File: src/hdl/generational_handle_table_top_assert.svh
// Assertion macros for the generational handle table.
// Included by generational_handle_table_top; depends on nothing else.
`ifndef GENERATIONAL_HANDLE_TABLE_TOP_ASSERT_SVH
`define GENERATIONAL_HANDLE_TABLE_TOP_ASSERT_SVH

// Check that a condition implies a consequence in the same cycle.
`define GHT_ASSERT_SAME(label, clk, rst, cond, conseq, msg) \
   label: assert property (@(posedge clk) disable iff (rst) (cond) |-> (conseq)) \
      else $error(msg);

// Check that a condition implies a consequence in the next cycle.
`define GHT_ASSERT_NEXT(label, clk, rst, cond, conseq, msg) \
   label: assert property (@(posedge clk) disable iff (rst) (cond) |=> (conseq)) \
      else $error(msg);

`endif

File: src/hdl/ght_pkg.sv
// Shared types and constants for the generational handle table.
// No dependencies; every other file of the block but the assert header uses it.
`default_nettype none

package ght_pkg;

   localparam int unsigned SLOTS_DEFAULT = 256;

   localparam int unsigned FUNC_W      = 2;
   localparam int unsigned PAYLOAD_W   = 32;
   localparam int unsigned KEY_INDEX_W = 8;
   localparam int unsigned GEN_W       = 32;
   localparam int unsigned STATUS_W    = 2;

   // operation codes
   localparam logic [FUNC_W-1:0] FUNC_INSERT = 2'd0;
   localparam logic [FUNC_W-1:0] FUNC_LOOKUP = 2'd1;
   localparam logic [FUNC_W-1:0] FUNC_REMOVE = 2'd2;

   // result status codes
   localparam logic [STATUS_W-1:0] STATUS_OK    = 2'd0;
   localparam logic [STATUS_W-1:0] STATUS_FULL  = 2'd1;
   localparam logic [STATUS_W-1:0] STATUS_STALE = 2'd2;

   // controller to datapath commands
   typedef struct packed {
      logic clear;    // write one entry of the clearing pass
      logic capture;  // latch the request word
      logic slot;     // select the slot and read its entry
      logic commit;   // update tables and load the result word
   } ctl_cmd_type;

   // datapath to controller status
   typedef struct packed {
      logic clear_last;  // clearing pass is at its last entry
      logic out_free;    // result register can take a word this cycle
   } dp_sts_type;

endpackage

`default_nettype wire

File: src/hdl/ght_ctrl.sv
// Sequencing state machine of the generational handle table.
// Depends on ght_pkg for the command and status structs.
`default_nettype none

module ght_ctrl (
   input  wire logic                clock,
   input  wire logic                reset,
   input  wire logic                req_valid,
   output logic                     req_ready,
   input  wire ght_pkg::dp_sts_type sts,
   output ght_pkg::ctl_cmd_type     cmd
);

   typedef enum logic [3:0] {
      ST_CLEAR = 4'b0001,
      ST_IDLE  = 4'b0010,
      ST_SLOT  = 4'b0100,
      ST_EXEC  = 4'b1000
   } ctl_state_type;

   ctl_state_type state_ff, state_in;

   always_comb begin
      state_in    = state_ff;
      cmd         = '0;
      req_ready   = 1'b0;
      unique case (state_ff)
         ST_CLEAR: begin
            cmd.clear = 1'b1;
            if (sts.clear_last) begin
               state_in = ST_IDLE;
            end
         end
         ST_IDLE: begin
            req_ready = 1'b1;
            if (req_valid) begin
               cmd.capture = 1'b1;
               state_in    = ST_SLOT;
            end
         end
         ST_SLOT: begin
            cmd.slot = 1'b1;
            state_in = ST_EXEC;
         end
         ST_EXEC: begin
            // hold until the result register is free
            if (sts.out_free) begin
               cmd.commit = 1'b1;
               state_in   = ST_IDLE;
            end
         end
         default: begin
            state_in = ST_CLEAR;
         end
      endcase
   end

   always_ff @(posedge clock) begin
      if (reset) begin
         state_ff <= ST_CLEAR;
      end else begin
         state_ff <= state_in;
      end
   end

endmodule

`default_nettype wire

File: config.mk
export PLATFORM = sky130hd
export DESIGN_NAME = ght_ctrl
export DESIGN_NICKNAME = d
export VERILOG_FILES = /design/src/hdl/generational_handle_table_top_assert.svh /design/src/hdl/ght_pkg.sv /design/src/hdl/ght_ctrl.sv
export SDC_FILE = /design/constraint.sdc
export NUM_CORES = 1
export LEC_CHECK = 0
export ABC_AREA = 1
export BUFFER_PORTS_ARGS = -buffer_cell sky130_fd_sc_hd__buf_2
export CELL_PAD_IN_SITES_DETAIL_PLACEMENT = 0
export CELL_PAD_IN_SITES_GLOBAL_PLACEMENT = 1
export CORE_AREA = 2 2 39 41
export DETAILED_ROUTE_END_ITERATION = 16
export DIE_AREA = 0 0 41 43
export GPL_ROUTABILITY_DRIVEN = 1
export PLACE_DENSITY_LB_ADDON = 0.05
export SYNTH_ARGS = -nofsm -noshare
export SYNTH_HDL_FRONTEND = slang
export SYNTH_SLANG_ARGS = --single-unit
File: constraint.sdc
create_clock -name clock -period 0.9 [get_ports clock]
set_clock_uncertainty 0.1 [all_clocks]
set_input_delay 0.045 -clock clock [delete_from_list [all_inputs] [get_ports clock]]
set_output_delay 0.045 -clock clock [all_outputs]
set_load 0.005 [all_outputs]
==> results.sh <==
export IMPL_ir_drop_mv=0.6124
export IMPL_crit_type="reg -> out"
export IMPL_violations="setup timing"
export IMPL_fin_setup_tns_ns=-1.787
export IMPL_hold_class="in -> reg"
export IMPL_grt_start_max_net_pins=5
export IMPL_place_congestion=0.6637
export IMPL_p_per_area_nw_per_um2=1530
export IMPL_cpMaxStageDelayCell="dfxtp_4"
export IMPL_setup_ws_ns=-0.2402
export IMPL_whs_path_depth=4
export IMPL_yosys_warnings=0
export IMPL_syn_area_um2=245.2
export IMPL_vias=316
export IMPL_die_x_um=41
export IMPL_grt_overflow_total=0
export IMPL_yosysMostFrequentCell="inv_1"
export IMPL_grt_pass1_wl_um=1097
export IMPL_synth_area_per_cell_um2=6.628
export IMPL_slowest_delay_ns=0.36
export IMPL_top_register="state_ff"
export IMPL_synth_area_top_cells="dfxtp_1, inv_1, nand3_2"
export IMPL_std_cell_rows=14
export IMPL_cts_inserted_buffers=3
export IMPL_firstDrtPassIters=4
export IMPL_die_height_um=43
export IMPL_cts_root_buf="clkbuf_4"
export IMPL_start_kind="register"
export IMPL_clk_path_buf_depth=2
export IMPL_hold_viol=0
export IMPL_clock_sinks=4
export IMPL_coreArea_um2=1384
export IMPL_drc_errors=0
export IMPL_fin_crit_ns=1.140
export IMPL_max_cap_violations=0
export IMPL_synth_cells=37
export IMPL_clk_pin_slew_ns=0.04
export IMPL_fin_area_um2=486.7
export IMPL_rsz0062_at_grt="true"
export IMPL_tightestPinTransition_ns=0.1535
export IMPL_reg2reg_slack_ns=-0.23
export IMPL_clk_latency_ns=0.23
export IMPL_antenna_found_initial=0
export IMPL_io_buffers=9
export IMPL_use_met3_pct=3.665
export IMPL_crit_buf_inv=2
export IMPL_path_cells="inv_2 > nor2_4 > nand2_2 > nor2_2 > buf_2"
export IMPL_synth_top_area_share_pct=32.65
export IMPL_worstPathArrival_ns=1.00
export IMPL_fin_nets=67
export IMPL_wl_per_cell_um=9.237
export IMPL_yosys_register_bits=4
export IMPL_finalSetupViolations=9
export IMPL_yosys_area_share_adder_pct=0
export IMPL_wirelength_um=702
export IMPL_grt_pass1_vias=318
export IMPL_critPathTopFamily="flip-flops"
export IMPL_synth_top_family_by_area="simple AND/OR/NAND/NOR gates"
export IMPL_busiest_layer="met2"
export IMPL_grt_total_usage_pct=9.319
export IMPL_reg2reg_from="state_ff[0]$_SDFFE_PP1P_"
export IMPL_synth_fp_nets=42
export IMPL_maxSlewHeadroom_pct=89.74
export IMPL_largest_reg_flops=4
export IMPL_ys_top_cells_by_count="inv_1, nor2_1, dfxtp_1, nand2_1, nand3_1"
export IMPL_synth_xor_area_share_pct=0
export IMPL_dieArea_um2=1763
export IMPL_htreeDepth=1
export IMPL_drive_above_1_share_pct=76.67
export IMPL_rr_worst_depth=6
export IMPL_worstPathRequired_ns=0.75
export IMPL_synth_compound_area_share_pct=2.041
export IMPL_met2_usage_pct=14.06
export IMPL_ant_nets=0
export IMPL_min_to="state_ff[0]$_SDFFE_PP1P_"
export IMPL_initial_core_util_pct=17.72
export IMPL_post_dp_cell_area_um2=337.8
export IMPL_yosys_area_share_simple_pct=50.00
export IMPL_diodes=0
export IMPL_io_pins=10
export IMPL_finalCritPeriodShare_pct=126.7
export IMPL_synth_edf_count=0
export IMPL_area_delta_synth_final_pct=98.47
export IMPL_reg_top3="state_ff (4)"
export IMPL_ys_async_sr_fraction_pct=0
export IMPL_synth_top_area_cell="dfxtp_1"
export IMPL_min_from="sts[1]"
export IMPL_synth_cell_types=10
export IMPL_first_iter_violations=4
export IMPL_crit_path_max_fanout=3
export IMPL_yosys_mux_area_fraction_pct=0
export IMPL_ys_seq_area_share_pct=32.65
export IMPL_viasPerCell=4.158
export IMPL_status="complete, but fails checks"
export IMPL_cts_tree="built"
export IMPL_synth_main_ff_cell="dfxtp_1"
export IMPL_use_met1_pct=9.265
export IMPL_slew_violations=0
export IMPL_crit_path_end_kind="primary output"
export IMPL_p_leak_nw=0.2579
export IMPL_max_freq_mhz=877.0
export IMPL_worstReg2RegEnd="state_ff[0]$_SDFFE_PP1P_"
==> stage by stage <==
stage	setup slack [ns]	power [W]	hold WS, ns	util [%]	cells
after floorplan	-0.02204	0.0003631	0.006655	-	37
after global placement	-0.1162	0.0004165	0.1407	24.41	62
after detailed placement	-0.1133	0.0004136	0.1495	24.41	62
after CTS	-0.2813	0.0007480	0.04499	33.18	73
after global routing	-0.3049	0.0007949	0.07814	35.17	76
final	-0.2402	0.0007447	0.04974	35.17	76
==> logic make-up after synthesis <==
kind of cell	count (synthesis)
AND/OR/NAND/NOR	22
AO/OA/AOI/OAI	1
buffers and inverters	10
flip-flops	4
==> area by class of cell <==
class,instances,area (um2)
sequential,4,92.59
clock buffer,3,22.52
tap,16,20.02
timing repair buffer,20,132.6
fill,155,897.1
inverter,10,37.54
multi-input combinational,23,181.4
==> worst reg2reg max path, stage by stage, from the launching register on <==
cell     delay, ns
dfxtp_4       0.37
inv_2         0.04
nor2_2        0.13
nand2_2       0.07
buf_4         0.14
nand4_1       0.09
nand3_1       0.07
==> report_power, final <==
group / switching, W / internal [W]
clock: 0.0000686 / 0.000149
sequential: 0.0000353 / 0.000206
combinational: 0.000138 / 0.000148
total: 0.000242 / 0.000502
==> metal layers <==
| metal | part of all wire (%) | up-vias |
|---|---|---|
| met1 | 42 | 146 |
| met4 | 0.85 | 0 |
| met5 | 0 | - |
| li1 | - | 159 |
| met3 | 5.6 | 2 |
| met2 | 51 | 9 |
==> placed cells by master (no fill, tap or decap) <==
master,instances
buf_2,9
nand3_1,2
nor2_1,1
dfxtp_4,3
dlygate4sd3_1,2
nand4_1,1
nor2_2,4
a21oi_2,1
dfxtp_2,1
nor2_4,4
nand2_1,1
inv_1,7
nor3_2,1
nand3_2,5
inv_2,3
buf_4,9
nand2_2,3
clkbuf_4,3
==> timing repair <==
action                                 in CTS  in global routing
setup buffers                               6                  3
resized for setup                          11                  2
endpoints found under the hold margin       3                  0
pin swaps                                   6                  3
setup endpoints to repair                   9                  9
hold buffers                                2                  0
==> worst max path at each step <==
stage,cells after the start,startpoint,slack [ns],to
2_1_floorplan,4,state_ff[0]$_SDFFE_PP1P_,-0.02,state_ff[0]$_SDFFE_PP1P_
3_3_place_gp,4,state_ff[0]$_SDFFE_PP1P_,-0.12,state_ff[0]$_SDFFE_PP1P_
3_5_place_dp,4,state_ff[0]$_SDFFE_PP1P_,-0.11,state_ff[0]$_SDFFE_PP1P_
4_1_cts,5,state_ff[1]$_SDFFE_PP0P_,-0.28,cmd[2]
5_1_grt,5,state_ff[1]$_SDFFE_PP0P_,-0.30,cmd[2]
6_report,5,state_ff[1]$_SDFFE_PP0P_,-0.24,cmd[2]
Power figures use the tool's default switching activity.
